File: config.mk
export PLATFORM = sky130hd
export DESIGN_NAME = integer_property_classifier
export DESIGN_NICKNAME = d
export VERILOG_FILES = /design/src/hw/rtl/ipc_pkg.sv /design/src/hw/rtl/ipc_divider.sv /design/src/hw/rtl/integer_property_classifier.sv
export SDC_FILE = /design/constraint.sdc
export NUM_CORES = 1
export LEC_CHECK = 0
export ABC_AREA = 1
export ABC_CLOCK_PERIOD_IN_PS = 7310
export BUFFER_PORTS_ARGS = -buffer_cell sky130_fd_sc_hd__clkbuf_2
export CAP_MARGIN = 30
export CORE_ASPECT_RATIO = 0.8
export CORE_MARGIN = 5
export CORE_UTILIZATION = 35
export DETAILED_ROUTE_END_ITERATION = 16
export GPL_ROUTABILITY_DRIVEN = 1
export PLACE_DENSITY = 0.48
export SLEW_MARGIN = 20
export SYNTH_ARGS = -nofsm -noshare
export SYNTH_HDL_FRONTEND = slang
export SYNTH_HIERARCHICAL = 1
export SYNTH_SLANG_ARGS = --single-unit
File: constraint.sdc
create_clock -name clk -period 7.31 [get_ports clk]
set_input_delay 0.3655 -clock clk [delete_from_list [all_inputs] [get_ports clk]]
set_output_delay 0.3655 -clock clk [all_outputs]
set_load 0.02 [all_outputs]
File: src/hw/rtl/ipc_pkg.sv
package ipc_pkg;

    typedef enum logic [2:0] {
        ST_IDLE,
        ST_SQRT,
        ST_CUBE_B,
        ST_CUBE_S,
        ST_PRIME_GO,
        ST_PRIME_WAIT
    } ipc_state_t;

endpackage

File: src/hw/rtl/ipc_divider.sv
module ipc_divider #(
    parameter int WIDTH = 32
) (
    input  logic             clk,
    input  logic             rst_n,
    input  logic             go,
    input  logic [WIDTH-1:0] dividend,
    input  logic [WIDTH-1:0] divisor,
    output logic             done,
    output logic [WIDTH-1:0] quotient,
    output logic [WIDTH-1:0] remainder
);
    localparam int CNT_W = (WIDTH > 1) ? $clog2(WIDTH) : 1;

    logic             busy_reg, busy_next;
    logic             done_reg, done_next;
    logic [CNT_W-1:0] cnt_reg, cnt_next;
    logic [WIDTH-1:0] quo_reg, quo_next;
    logic [WIDTH-1:0] rem_reg, rem_next;
    logic [WIDTH-1:0] dsr_reg, dsr_next;
    logic [WIDTH:0]   trial;
    logic             fits;

    // restoring division, one quotient bit a cycle
    always_comb
    begin
        trial     = {rem_reg, quo_reg[WIDTH-1]};
        fits      = (trial >= {1'b0, dsr_reg});
        busy_next = busy_reg;
        done_next = 1'b0;
        cnt_next  = cnt_reg;
        quo_next  = quo_reg;
        rem_next  = rem_reg;
        dsr_next  = dsr_reg;
        if (go)
        begin
            busy_next = 1'b1;
            cnt_next  = '0;
            quo_next  = dividend;
            rem_next  = '0;
            dsr_next  = divisor;
        end
        else if (busy_reg)
        begin
            if (fits)
                rem_next = WIDTH'(trial - {1'b0, dsr_reg});
            else
                rem_next = trial[WIDTH-1:0];
            quo_next = {quo_reg[WIDTH-2:0], fits};
            cnt_next = CNT_W'(cnt_reg + 1'b1);
            if (cnt_reg == CNT_W'(WIDTH - 1))
            begin
                busy_next = 1'b0;
                done_next = 1'b1;
            end
        end
    end

    always_ff @(posedge clk or negedge rst_n)
    begin
        if (!rst_n)
        begin
            busy_reg <= 1'b0;
            done_reg <= 1'b0;
            cnt_reg  <= '0;
        end
        else
        begin
            busy_reg <= busy_next;
            done_reg <= done_next;
            cnt_reg  <= cnt_next;
        end
    end

    always_ff @(posedge clk)
    begin
        quo_reg <= quo_next;
        rem_reg <= rem_next;
        dsr_reg <= dsr_next;
    end

    assign done      = done_reg;
    assign quotient  = quo_reg;
    assign remainder = rem_reg;

endmodule

File: src/hw/rtl/integer_property_classifier.sv
// channel  direction  transfer when         signals
// command  in         start && !busy        number
// result   out        done (one cycle)      is_prime, is_even, is_square, is_cube
//
// one number at a time: load, (W-1)/2+1 square root steps, then (W+2)/3 cube root digits,
// each a ST_CUBE_B and a ST_CUBE_S step, then one divider run per trial division
// worst case is a prime just below 2^(W-1): about sqrt(2^(W-1))/2 divisions
// on the serial divider
// rst_n clears the sequencer asynchronously; the result strobe cannot be stalled
module integer_property_classifier #(
    parameter int DATA_WIDTH = 32
) (
    input  logic                         clk,
    input  logic                         rst_n,
    input  logic                         start,
    output logic                         busy,
    input  logic signed [DATA_WIDTH-1:0] number,
    output logic                         done,
    output logic                         is_prime,
    output logic                         is_even,
    output logic                         is_square,
    output logic                         is_cube
);
    import ipc_pkg::*;

    localparam int W     = DATA_WIDTH;
    localparam int TOPB  = ((W - 1) / 2) * 2;
    localparam int S0    = ((W - 1) / 3) * 3;
    localparam int YW    = (W + 2) / 3;
    localparam int BW    = 2 * YW + 3;
    localparam int CW    = (BW > W) ? BW : W;
    localparam int SW    = $clog2(S0 + 1);

    ipc_state_t state_reg, state_next;

    logic          done_reg, done_next;
    logic          prime_reg, prime_next;
    logic          even_reg, even_next;
    logic          sq_reg, sq_next;
    logic          cube_reg, cube_next;
    logic          neg_reg, neg_next;
    logic [W-1:0]  mag_reg, mag_next;
    logic [W-1:0]  rem_reg, rem_next;
    logic [W-1:0]  root_reg, root_next;
    logic [W-1:0]  bit_reg, bit_next;
    logic [YW-1:0] y_reg, y_next;
    logic [BW-1:0] b_reg, b_next;
    logic [SW-1:0] s_reg, s_next;
    logic [W-1:0]  d_reg, d_next;
    logic          div_go;

    logic              div_done;
    logic [W-1:0]      div_quo;
    logic [W-1:0]      div_rem;
    logic [W:0]        sq_sum;
    logic [YW-1:0]     y2;
    logic [2*YW:0]     prod;
    logic [CW-1:0]     rem_shr;
    logic [CW-1:0]     b_shl;
    logic [W-1:0]      in_mag;

    ipc_divider #(
        .WIDTH (W)
    ) u_div (
        .clk       (clk),
        .rst_n     (rst_n),
        .go        (div_go),
        .dividend  (mag_reg),
        .divisor   (d_reg),
        .done      (div_done),
        .quotient  (div_quo),
        .remainder (div_rem)
    );

    always_comb
    begin
        in_mag  = number[W-1] ? W'(-number) : W'(number);
        sq_sum  = {1'b0, root_reg} + {1'b0, bit_reg};
        y2      = {y_reg[YW-2:0], 1'b0};
        prod    = (2*YW+1)'(y2) * (2*YW+1)'({1'b0, y2} + 1'b1);
        rem_shr = CW'(rem_reg) >> s_reg;
        b_shl   = CW'(b_reg) << s_reg;

        state_next = state_reg;
        done_next  = 1'b0;
        prime_next = prime_reg;
        even_next  = even_reg;
        sq_next    = sq_reg;
        cube_next  = cube_reg;
        neg_next   = neg_reg;
        mag_next   = mag_reg;
        rem_next   = rem_reg;
        root_next  = root_reg;
        bit_next   = bit_reg;
        y_next     = y_reg;
        b_next     = b_reg;
        s_next     = s_reg;
        d_next     = d_reg;
        div_go     = 1'b0;

        case (state_reg)
            ST_IDLE:
            begin
                if (start)
                begin
                    neg_next   = number[W-1];
                    mag_next   = in_mag;
                    even_next  = !number[0];
                    rem_next   = in_mag;
                    root_next  = '0;
                    bit_next   = W'(1) << TOPB;
                    state_next = ST_SQRT;
                end
            end

            // square root digit recurrence, two bits of the radicand a step
            ST_SQRT:
            begin
                if ({1'b0, rem_reg} >= sq_sum)
                begin
                    rem_next  = W'({1'b0, rem_reg} - sq_sum);
                    root_next = (root_reg >> 1) + bit_reg;
                end
                else
                begin
                    root_next = root_reg >> 1;
                end
                bit_next = bit_reg >> 2;
                if (bit_reg[0])
                begin
                    sq_next    = !neg_reg && (rem_next == '0);
                    rem_next   = mag_reg;
                    y_next     = '0;
                    s_next     = SW'(S0);
                    state_next = ST_CUBE_B;
                end
            end

            // next trial term 3y(y+1)+1 for the cube root digit
            ST_CUBE_B:
            begin
                y_next     = y2;
                b_next     = BW'({prod, 1'b0}) + BW'(prod) + BW'(1);
                state_next = ST_CUBE_S;
            end

            ST_CUBE_S:
            begin
                if (rem_shr >= CW'(b_reg))
                begin
                    rem_next = rem_reg - b_shl[W-1:0];
                    y_next   = y_reg + 1'b1;
                end
                if (s_reg == '0)
                begin
                    cube_next = (rem_next == '0);
                    d_next    = W'(3);
                    if (neg_reg || (mag_reg < W'(2)))
                    begin
                        prime_next = 1'b0;
                        done_next  = 1'b1;
                        state_next = ST_IDLE;
                    end
                    else if (!mag_reg[0])
                    begin
                        prime_next = (mag_reg == W'(2));
                        done_next  = 1'b1;
                        state_next = ST_IDLE;
                    end
                    else
                    begin
                        state_next = ST_PRIME_GO;
                    end
                end
                else
                begin
                    s_next     = SW'(s_reg - SW'(3));
                    state_next = ST_CUBE_B;
                end
            end

            ST_PRIME_GO:
            begin
                div_go     = 1'b1;
                state_next = ST_PRIME_WAIT;
            end

            // quotient below the divisor means the divisor passed the root
            ST_PRIME_WAIT:
            begin
                if (div_done)
                begin
                    if (div_quo < d_reg)
                    begin
                        prime_next = 1'b1;
                        done_next  = 1'b1;
                        state_next = ST_IDLE;
                    end
                    else if (div_rem == '0)
                    begin
                        prime_next = 1'b0;
                        done_next  = 1'b1;
                        state_next = ST_IDLE;
                    end
                    else
                    begin
                        d_next     = d_reg + W'(2);
                        state_next = ST_PRIME_GO;
                    end
                end
            end

            default:
            begin
                state_next = ST_IDLE;
            end
        endcase
    end

    always_ff @(posedge clk or negedge rst_n)
    begin
        if (!rst_n)
        begin
            state_reg <= ST_IDLE;
            done_reg  <= 1'b0;
        end
        else
        begin
            state_reg <= state_next;
            done_reg  <= done_next;
        end
    end

    always_ff @(posedge clk)
    begin
        prime_reg <= prime_next;
        even_reg  <= even_next;
        sq_reg    <= sq_next;
        cube_reg  <= cube_next;
        neg_reg   <= neg_next;
        mag_reg   <= mag_next;
        rem_reg   <= rem_next;
        root_reg  <= root_next;
        bit_reg   <= bit_next;
        y_reg     <= y_next;
        b_reg     <= b_next;
        s_reg     <= s_next;
        d_reg     <= d_next;
    end

    assign busy      = (state_reg != ST_IDLE);
    assign done      = done_reg;
    assign is_prime  = prime_reg;
    assign is_even   = even_reg;
    assign is_square = sq_reg;
    assign is_cube   = cube_reg;

endmodule

==> impl_metrics.csv, run 1 <==
group,metric,value,unit
status,status,"complete, no violations",
finish,drive_gt1_share,5.75,%
clocking,numClockSinks,294,
floorplan,ios,41,
global_route,grt_pass1_wl,158000,microns
worst_setup_path,crit_fanout,5,
worst_setup_path,r2r_setup_slack,520,ps
worst_setup_path,path_class,"reg2reg",
timing,grt_setup_unrepaired,"false",
power,pwr_density_cell,120,nW/um^2
global_route,first_global_vias,26200,
worst_setup_path,worstPathRequired,7640,ps
logic_synthesis,yosys-top-cells-area,"edfxtp_1, nand2_1, ha_1, inv_1, o21ai_0",
power,power.share.clock,52.5,%
logic_synthesis,async_reset_ff_share,3.74,%
clocking,cts_tree,"yes",
worst_setup_path,cp_slowest_cell,"fa_1",
floorplan,die_w,338,microns
timing,period_share,92.8,%
timing,hold_viol,0,
logic_synthesis,yosysMostFrequentCell,"nand2_1",
floorplan,die_h,273,microns
detailed_routing,wl_per_cell,18.7,microns
worst_setup_path,reg2reg_depth,30,
clocking,clkTransAtPathRegs,60,ps
worst_hold_path,hold_class,"in2reg",
floorplan,core,85600,sq um
floorplan,start_util,35.3,%
worst_hold_path,holdPathStages,1,
power,p_leak,15.9,nW
worst_setup_path,critPathMostFrequentCell,"inv_1",
global_route,antenna_found_initial,5,
detailed_routing,drc,0,
logic_synthesis,ys_seq_area_share,28.0,%
place,gp_congestion,0.934,
clocking,cts-root-buf,"clkbuf_16",
logic_synthesis,syn_nets,4641,
place,place_hpwl,80500,microns
logic_synthesis,yosys_warnings,6,
place,place_area,31700,sq um
logic_synthesis,synth_flop_cell,"edfxtp_1",
detailed_routing,dr.pass1.iters,6,
timing,worst_pin_slew,972,ps
logic_synthesis,ys_seq_elements,294,
place,port_buffers,40,
worst_setup_path,critPathCaptureType,"flip-flop",
clocking,cts_buffers,39,
clocking,htreeDepth,2,
detailed_routing,routed_via_density,5.19,
timing,fmax,0.147,GHz
global_route,grt_overflow,0,
logic_synthesis,synth-edff-count,251,
floorplan,dieArea,92300,sq um
worst_setup_path,start_kind,"flip-flop",
floorplan,num_rows,96,
logic_synthesis,avgSynthCellArea,7.05,sq um
logic_synthesis,syn_inst,4282,
logic_synthesis,ys_top_cells_by_count,"nand2_1, inv_1, nor2_1",
global_route,grt_usage,21.6,%
detailed_routing,postRouteAntennaNets,0,
timing,finalClockSkew,38.0,ps
logic_synthesis,synth_top_cell_area_share,25.0,%
timing,drv_slew,0,
logic_synthesis,yosys.area.top_type,"edfxtp_1",
clocking,insertion_delay,590,ps
power,p_sw,894,uW
power,peakVddDrop,0.000131,V
logic_synthesis,syn-cell-area,30200,sq um
clocking,cts_resized,0,
timing,period_needed,6790,ps
worst_setup_path,cpPeakStageDelay,540,ps
job,maxCapViolCount,0,
power,p_sw_share,22.5,%
power,comb_power_share,2.0,%
finish,final_nets,4655,
timing,max_slew_margin,35.1,%
detailed_routing,vias,28300,
timing,setup_viol,0,
logic_synthesis,synth.distinct_cells,69,
global_route,grt_max_degree,71,
detailed_routing,dr.first_iter.drc_count,2721,
power,p_int,3.07,mW
clocking,clockBufferDepth,3,
finish,finalInstanceArea,33100,sq um
timing,setup_tns,0,ps
power,finalPower,3.97,mW
worst_setup_path,arrival,7120,ps
finish,syn_to_final_growth,9.59,%
power,sequentialPowerShare,45.5,%
detailed_routing,drt_wl_total,102000,microns
## metal layers
metal  vias to the layer above  routed length [microns]  global-route usage, %
met5                         -                       34                      0
met4                         4                     1520                   3.49
met3                        79                     8480                   4.23
met2                       856                    38900                   29.8
met1                     13200                    53300                   34.7
li1                      14200                        -                      -
## final timing paths
kind	from	endpoint
worst max-delay path	y_reg[1]$_SDFFCE_PN0P_	b_reg[22]$_DFFE_PP_
worst min-delay path	number[0]	mag_reg[0]$_DFFE_PP_
worst max register to register	y_reg[1]$_SDFFCE_PN0P_	b_reg[22]$_DFFE_PP_
worst min register to register	d_reg[10]$_SDFFCE_PN0P_	u_div/dsr_reg[10]$_DFFE_PP_
max in group asynchronous	rst_n	u_div/cnt_reg[1]$_DFFE_PN0P_
min in group asynchronous	rst_n	state_reg[1]$_DFFE_PN0P_
## power groups by stage
stage	Combinational, mW	Clock [mW]	Sequential (mW)
6_report	0.0798	2.08	1.81
5_1_grt	0.0879	2.21	1.80
4_1_cts	0.0784	2.15	1.81
3_5_place_dp	0.0773	0	1.84
3_3_place_gp	0.0772	0	1.84
2_1_floorplan	0.0429	0	1.84
## what timing repair did
item / 4_1_cts / 5_1_grt
hold buffers: 1 / 0
setup endpoints to repair: 0 / 3
setup buffers: 0 / 3
endpoints found under the hold margin: 11 / 0
## worst max-delay path, delay by kind of cell, from the launching register on
| kind | cells | cell delay (ps) |
|---|---|---|
| flip-flops | 1 | 470 |
| AO/OA/AOI/OAI | 8 | 1650 |
| XOR/XNOR | 1 | 140 |
| buffers and inverters | 9 | 650 |
| AND/OR/NAND/NOR | 5 | 390 |
| adder cells (fa/ha/maj) | 7 | 3240 |
## cell families after synthesis
family          synth area share, %
simple gates                   27.2
buf+inv                        9.76
xor+xnor                       5.28
fa+ha+maj                      14.9
flops                          28.0
compound gates                 14.4
other cells                  0.0124
mux                           0.431
## stage by stage
stage          hold slack (ps)  util, %  worst slack (ps)  instances
3_5_place_dp               264     37.0               417       5377
6_report                  94.1     38.6               523       5457
5_1_grt                   62.4     38.6              64.5       5454
4_1_cts                   33.2     38.6               390       5450
3_3_place_gp               260     36.9               445       5375
2_1_floorplan             69.9        -               973       4282
## layout by cell type, fill, tap and decap left out, types with 12 or more instances in the layout
cell	synthesis	final
a21o_1	17	17
a21oi_1	250	250
a22oi_1	21	21
a31oi_1	34	34
buf_4	6	63
clkbuf_16	0	41
clkbuf_2	0	40
dfxtp_1	32	32
edfxtp_1	251	251
fa_1	59	59
ha_1	265	265
inv_1	594	593
mux2i_1	13	13
nand2_1	1191	1190
nand3_1	235	235
nand3b_1	32	32
nand4_1	28	28
nor2_1	339	332
nor2_2	9	13
nor3_1	56	54
nor4_1	25	25
o211ai_1	14	14
o21a_1	16	16
o21ai_0	283	282
o21ai_1	33	33
o21bai_1	15	15
o22ai_1	12	12
xnor2_1	87	87
xor2_1	95	95
## cell type report
class | count | area (sq um)
Fill cell | 9260 | 52600
Sequential cell | 294 | 8450
Multi-Input combinational cell | 3248 | 18900
Inverter | 606 | 2270
Timing Repair Buffer | 107 | 736
Antenna cell | 3 | 7.51
Clock inverter | 19 | 265
Clock buffer | 53 | 1090
Tap cell | 1127 | 1410
Note: power is estimated with default switching activity, not from simulation.
==> run 2: changes to the inputs <==
--- a/config.mk
+++ b/config.mk
@@ -9,12 +9,10 @@
 export ABC_CLOCK_PERIOD_IN_PS = 7310
 export BUFFER_PORTS_ARGS = -buffer_cell sky130_fd_sc_hd__clkbuf_2
 export CAP_MARGIN = 30
-export CORE_ASPECT_RATIO = 0.8
 export CORE_MARGIN = 5
 export CORE_UTILIZATION = 35
 export DETAILED_ROUTE_END_ITERATION = 16
 export GPL_ROUTABILITY_DRIVEN = 1
-export PLACE_DENSITY = 0.48
 export SLEW_MARGIN = 20
 export SYNTH_ARGS = -nofsm -noshare
 export SYNTH_HDL_FRONTEND = slang
==> run 2 against run 1 <==
Net effect:
- clock power down 12%
- cell count barely moved
- count of clock-buffer cells in the layout down 9
- die area barely moved
- sequential power about the same
- via count fell by 0.14%
- setup slack got worse by 9.4 ps
- critical path depth is 1 lower
- sequential share of layout area is 0.15 points higher
- fmax is 0.14% lower
- combinational power down 4.5%
- register-to-register slack hardly changed
==> impl_metrics.csv, run 2 (synthesis gave the netlist of run 1 again) <==
group,metric,value,unit
status,status,"complete, no violations",
place,place_area,31600,sq um
place,port_buffers,40,
place,place_hpwl,73200,microns
worst_setup_path,critPathMostFrequentCell,"inv_1",
global_route,grt_usage,19.3,%
finish,syn_to_final_growth,8.96,%
worst_setup_path,cp_slowest_cell,"edfxtp_1",
finish,regArea,8450,sq um
detailed_routing,drt_wl_total,92900,microns
worst_setup_path,r2r-end,"b_reg[22]$_DFFE_PP_",
detailed_routing,dr.first_iter.drc_count,2466,
clocking,insertion_delay,570,ps
finish,finalInstanceArea,32900,sq um
timing,period_needed,6800,ps
floorplan,die_w,304,microns
worst_setup_path,critPathCaptureType,"flip-flop",
power,finalPower,3.71,mW
finish,fillers,9130,
timing,max_slew_margin,43.2,%
timing,setup_viol,0,
worst_hold_path,worstHoldStart,"start",
worst_setup_path,crit_fanout,12,
floorplan,core,85400,sq um
global_route,grt_pass1_wl,146000,microns
detailed_routing,wl_per_cell,17.0,microns
clocking,cts_tree,"yes",
clocking,htreeDepth,2,
worst_hold_path,holdPathEnd,"state_reg[0]$_DFFE_PN0P_",
timing,setup_tns,0,ps
finish,most-common-layout-cells,"nand2_1, inv_1, nor2_1",
power,p_leak,15.7,nW
worst_setup_path,r2r_setup_slack,510,ps
worst_hold_path,hold_class,"in2reg",
detailed_routing,wl_met2,42800,microns
clocking,cts-root-buf,"clkbuf_16",
timing,drv_slew,0,
job,maxCapViolCount,0,
timing,worst_pin_slew,851,ps
floorplan,num_rows,107,
detailed_routing,dr.pass1.iters,7,
worst_setup_path,worstPathRequired,7620,ps
detailed_routing,drt-met1-wl,41400,microns
finish,layout_commonest_cell,"nand2_1",
finish,final_nets,4642,
power,sequentialPowerShare,48.7,%
clocking,numClockSinks,294,
place,gp_congestion,0.953,
detailed_routing,postRouteAntennaNets,0,
power,power.share.clock,49.3,%
global_route,grt_overflow,0,
floorplan,dieArea,92200,sq um
worst_setup_path,path_class,"reg2reg",
floorplan,ios,41,
global_route,grt_max_degree,93,
floorplan,start_util,35.3,%
power,p_sw_share,22.5,%
detailed_routing,met3_length,5560,microns
finish,final_util,38.5,%
power,pwr_density_cell,113,nW/um^2
power,peakVddDrop,0.000129,V
timing,fmax,0.147,GHz
worst_setup_path,crit_buf_inv,8,
worst_hold_path,holdPathStages,3,
clocking,clkTransAtPathRegs,60,ps
finish,drive_gt1_share,5.34,%
timing,grt_setup_unrepaired,"false",
timing,finalClockSkew,24.9,ps
worst_setup_path,r2r_start,"y_reg[1]$_SDFFCE_PN0P_",
finish,multi_input_area,18800,sq um
detailed_routing,topRoutingLayerUsed,"met5",
worst_setup_path,crit_family,"adder cells",
detailed_routing,drc,0,
timing,hold_viol,0,
worst_setup_path,start_kind,"flip-flop",
detailed_routing,vias,28300,
power,comb_power_share,2.1,%
global_route,antenna_found_initial,2,
global_route,first_global_vias,26600,
clocking,cts_buffers,38,
timing,period_share,93.0,%
worst_setup_path,cpPeakStageDelay,590,ps
worst_setup_path,reg2reg_depth,29,
clocking,clockBufferDepth,3,
power,p_sw,834,uW
worst_setup_path,arrival,7110,ps
power,p_int,2.88,mW
floorplan,die_h,304,microns
detailed_routing,routed_via_density,5.18,
-- run 2: power by group through the flow --
| stage | logic, mW | clock network (mW) | registers (mW) |
|---|---|---|---|
| floorplan | 0.0429 | 0 | 1.84 |
| global placement | 0.0734 | 0 | 1.84 |
| detailed placement | 0.0751 | 0 | 1.84 |
| CTS | 0.0762 | 1.88 | 1.81 |
| global route | 0.0845 | 1.94 | 1.81 |
| finish | 0.0762 | 1.83 | 1.81 |
-- run 2: how the worst max path moves through the flow --
stage / start / endpoint / slack [ps] / cells after the start
after floorplan: y_reg[7]$_SDFFCE_PN0P_ / b_reg[22]$_DFFE_PP_ / 970 / 30
after global placement: y_reg[5]$_SDFFCE_PN0P_ / b_reg[22]$_DFFE_PP_ / 540 / 28
after detailed placement: y_reg[5]$_SDFFCE_PN0P_ / b_reg[22]$_DFFE_PP_ / 420 / 28
after CTS: y_reg[5]$_SDFFCE_PN0P_ / b_reg[22]$_DFFE_PP_ / 380 / 28
after global routing: y_reg[1]$_SDFFCE_PN0P_ / b_reg[22]$_DFFE_PP_ / 8 / 28
final: y_reg[1]$_SDFFCE_PN0P_ / b_reg[22]$_DFFE_PP_ / 510 / 29
-- run 2: layout make-up --
type                       count  area share (%)
sequential                   294            25.7
tap                         1144            4.35
timing repair buffer          95            2.08
multi-input combinational   3248            57.3
clock buffer                  44            2.96
antenna                        1         0.00761
clock inverter                24           0.707
inverter                     606            6.91
-- run 2: per-stage QoR --
stage / hold WS [ps] / setup slack, ps / cells
after floorplan: 69.9 / 973 / 4282
after global placement: 258 / 539 / 5372
after detailed placement: 266 / 418 / 5375
after CTS: 123 / 385 / 5445
after global routing: 152 / 8.38 / 5455
final: 144 / 514 / 5456
-- run 2: metal layers --
metal	up-vias	GRT usage (%)
met5	-	0
met4	2	6.13
met3	176	2.15
met2	926	32.3
met1	13000	26.2
li1	14100	-
-- run 2: worst reg2reg max path: cells and delay by family (launching register included) --
kind / cells / cell delay [ps]
simple gates: 5 / 470
xor+xnor: 1 / 150
compound gates: 8 / 1630
buf+inv: 8 / 480
fa+ha+maj: 7 / 3240
flops: 1 / 590
-- run 2: what timing repair did --
item                                   in CTS  in global routing
endpoints found under the hold margin      12                  0
gates resized for setup                     0                  1
setup endpoints to repair                   0                  2
hold buffers                                2                  0
setup buffers                               0                  9
==> run 3: changes to the inputs <==
--- a/config.mk
+++ b/config.mk
@@ -6,13 +6,16 @@
 export NUM_CORES = 1
 export LEC_CHECK = 0
 export ABC_AREA = 1
-export ABC_CLOCK_PERIOD_IN_PS = 7310
+export ABC_CLOCK_PERIOD_IN_PS = 8130
 export BUFFER_PORTS_ARGS = -buffer_cell sky130_fd_sc_hd__clkbuf_2
 export CAP_MARGIN = 30
+export CELL_PAD_IN_SITES_DETAIL_PLACEMENT = 2
+export CELL_PAD_IN_SITES_GLOBAL_PLACEMENT = 2
 export CORE_MARGIN = 5
 export CORE_UTILIZATION = 35
 export DETAILED_ROUTE_END_ITERATION = 16
 export GPL_ROUTABILITY_DRIVEN = 1
+export PLACE_DENSITY_LB_ADDON = 0.1
 export SLEW_MARGIN = 20
 export SYNTH_ARGS = -nofsm -noshare
 export SYNTH_HDL_FRONTEND = slang
==> constraint.sdc (replaced) <==
create_clock -name clk -period 8.13 [get_ports clk]
set_input_delay 0.4065 -clock clk [delete_from_list [all_inputs] [get_ports clk]]
set_output_delay 0.4065 -clock clk [all_outputs]
set_load 0.02 [all_outputs]
==> run 3 against run 2 <==
Net effect:
- non-clock buffer count decreased by 8
- via count increased by 4.4%
- sequential share of layout area about the same
- critical path type unchanged
==> impl_metrics.csv, run 3 (synthesis gave the netlist of run 1 again) <==
group,metric,value,unit
global_route,first_global_vias,31500,
finish,final_nets,4636,
global_route,antenna_found_initial,7,
detailed_routing,vias,29500,
detailed_routing,dr.first_iter.drc_count,1497,
detailed_routing,drc,0,
clocking,cts_resized,0,
worst_setup_path,critPathMostFrequentCell,"inv_1",
place,place_hpwl,100000,microns
timing,period_needed,7080,ps
finish,drive_gt1_share,5.25,%
power,pwr_density_cell,106,nW/um^2
worst_hold_path,hold_class,"in2reg",
timing,setup_viol,0,
clocking,cts_buffers,40,
finish,most-common-layout-cells,"nand2_1, inv_1, nor2_1",
timing,grt_setup_unrepaired,"false",
clocking,cts-root-buf,"clkbuf_16",
global_route,grt_usage,25.9,%
detailed_routing,wl_per_cell,22.6,microns
timing,period_share,87.1,%
clocking,cts_tree,"yes",
power,finalPower,3.49,mW
worst_setup_path,path_class,"reg2reg",
worst_setup_path,critPathCaptureType,"flip-flop",
finish,syn_to_final_growth,8.79,%
power,peakVddDrop,0.000131,V
detailed_routing,dr.pass1.iters,5,
finish,fillers,10400,
job,maxCapViolCount,0,
clocking,insertion_delay,580,ps
finish,finalInstanceArea,32800,sq um
worst_setup_path,crit_family,"adder cells",
worst_setup_path,worstPathRequired,8460,ps
detailed_routing,postRouteAntennaNets,0,
global_route,grt_pass1_wl,189000,microns
detailed_routing,drt_wl_total,123000,microns
worst_setup_path,crit_buf_inv,7,
clocking,clkTransAtPathRegs,60,ps
global_route,grt_max_degree,57,
detailed_routing,routed_via_density,5.41,
timing,hold_slack,194,ps
floorplan,die_w,304,microns
floorplan,dieArea,92200,sq um
worst_setup_path,crit_fanout,14,
global_route,grt_overflow,0,
worst_setup_path,cpPeakStageDelay,710,ps
timing,worst_pin_slew,960,ps
timing,fmax,0.141,GHz
clocking,numClockSinks,294,
floorplan,start_util,35.3,%
timing,hold_viol,0,
floorplan,num_rows,107,
floorplan,core,85400,sq um
worst_setup_path,cp_slowest_cell,"edfxtp_1",
clocking,clockBufferDepth,3,
status,status,"complete, no violations",
floorplan,die_h,304,microns
timing,drv_slew,0,
timing,finalClockSkew,19.2,ps
worst_setup_path,start_kind,"flip-flop",
place,port_buffers,40,
timing,setup_tns,0,ps
clocking,htreeDepth,2,
timing,max_slew_margin,35.4,%
power,p_leak,15.7,nW
finish,layout_commonest_cell,"nand2_1",
floorplan,ios,41,
place,gp_congestion,0.881,
place,place_area,31600,sq um
worst_setup_path,arrival,7410,ps
## run 3: cell count changes in the layout (fill, tap and decap cells not counted), sizes merged
cell      delta
buf          -8
clkbuf       +6
clkinv       -5
clkinvlp     +2
diode        +1
inv          +2
## run 3: area by class of cell
class                      instances  area (sq um)  area share (%)
clock inverter                    23           190           0.579
antenna                            2          5.00          0.0152
tap                             1144          1430            4.36
timing repair buffer              87           566            1.72
sequential                       294          8450            25.7
multi-input combinational       3248         18800            57.4
clock buffer                      50          1080            3.29
inverter                         606          2270            6.92
## run 3: timing repair
action / in CTS / in global routing
setup buffers: 0 / 0
hold buffers: 2 / 0
endpoints found under the hold margin: 12 / 0
## run 3: path summary, 6_finish.rpt
path	to	startpoint	slack [ps]	cells after the start
max	b_reg[23]$_DFFE_PP_	y_reg[4]$_SDFFCE_PN0P_	1050	31
min	mag_reg[30]$_DFFE_PP_	number[30]	190	2
max reg2reg	b_reg[23]$_DFFE_PP_	y_reg[4]$_SDFFCE_PN0P_	1050	31
min reg2reg	u_div/remainder[21]$_SDFFE_PP0P_	u_div/remainder[21]$_SDFFE_PP0P_	490	2
max in group asynchronous	u_div/cnt_reg[1]$_DFFE_PN0P_	rst_n	7390	2
min in group asynchronous	u_div/cnt_reg[4]$_DFFE_PN0P_	rst_n	410	2
## run 3: layer usage
layer | routed length (microns) | share of wire [%] | vias up | GRT usage [%]
met5 | 36 | 0.029 | - | 0
met2 | 56600 | 46 | 473 | 43.0
met4 | 2670 | 2.2 | 6 | 5.50
met1 | 58500 | 47 | 14800 | 36.3
met3 | 5570 | 4.5 | 125 | 3.44
li1 | - | - | 14100 | -
## run 3: power breakdown
part           switching [mW]  leakage, nW  internal (mW)
Combinational          0.0543         12.8         0.0260
Clock                   0.772        0.614           1.01
Sequential                  0         2.27           1.62
## run 3: through the flow
stage	setup slack [ps]	instances	util (%)
final	1050	5454	38.5
after global routing	411	5452	38.5
after CTS	939	5452	38.5
after detailed placement	959	5377	36.9
after global placement	1280	5376	36.9
after floorplan	1790	4282	-
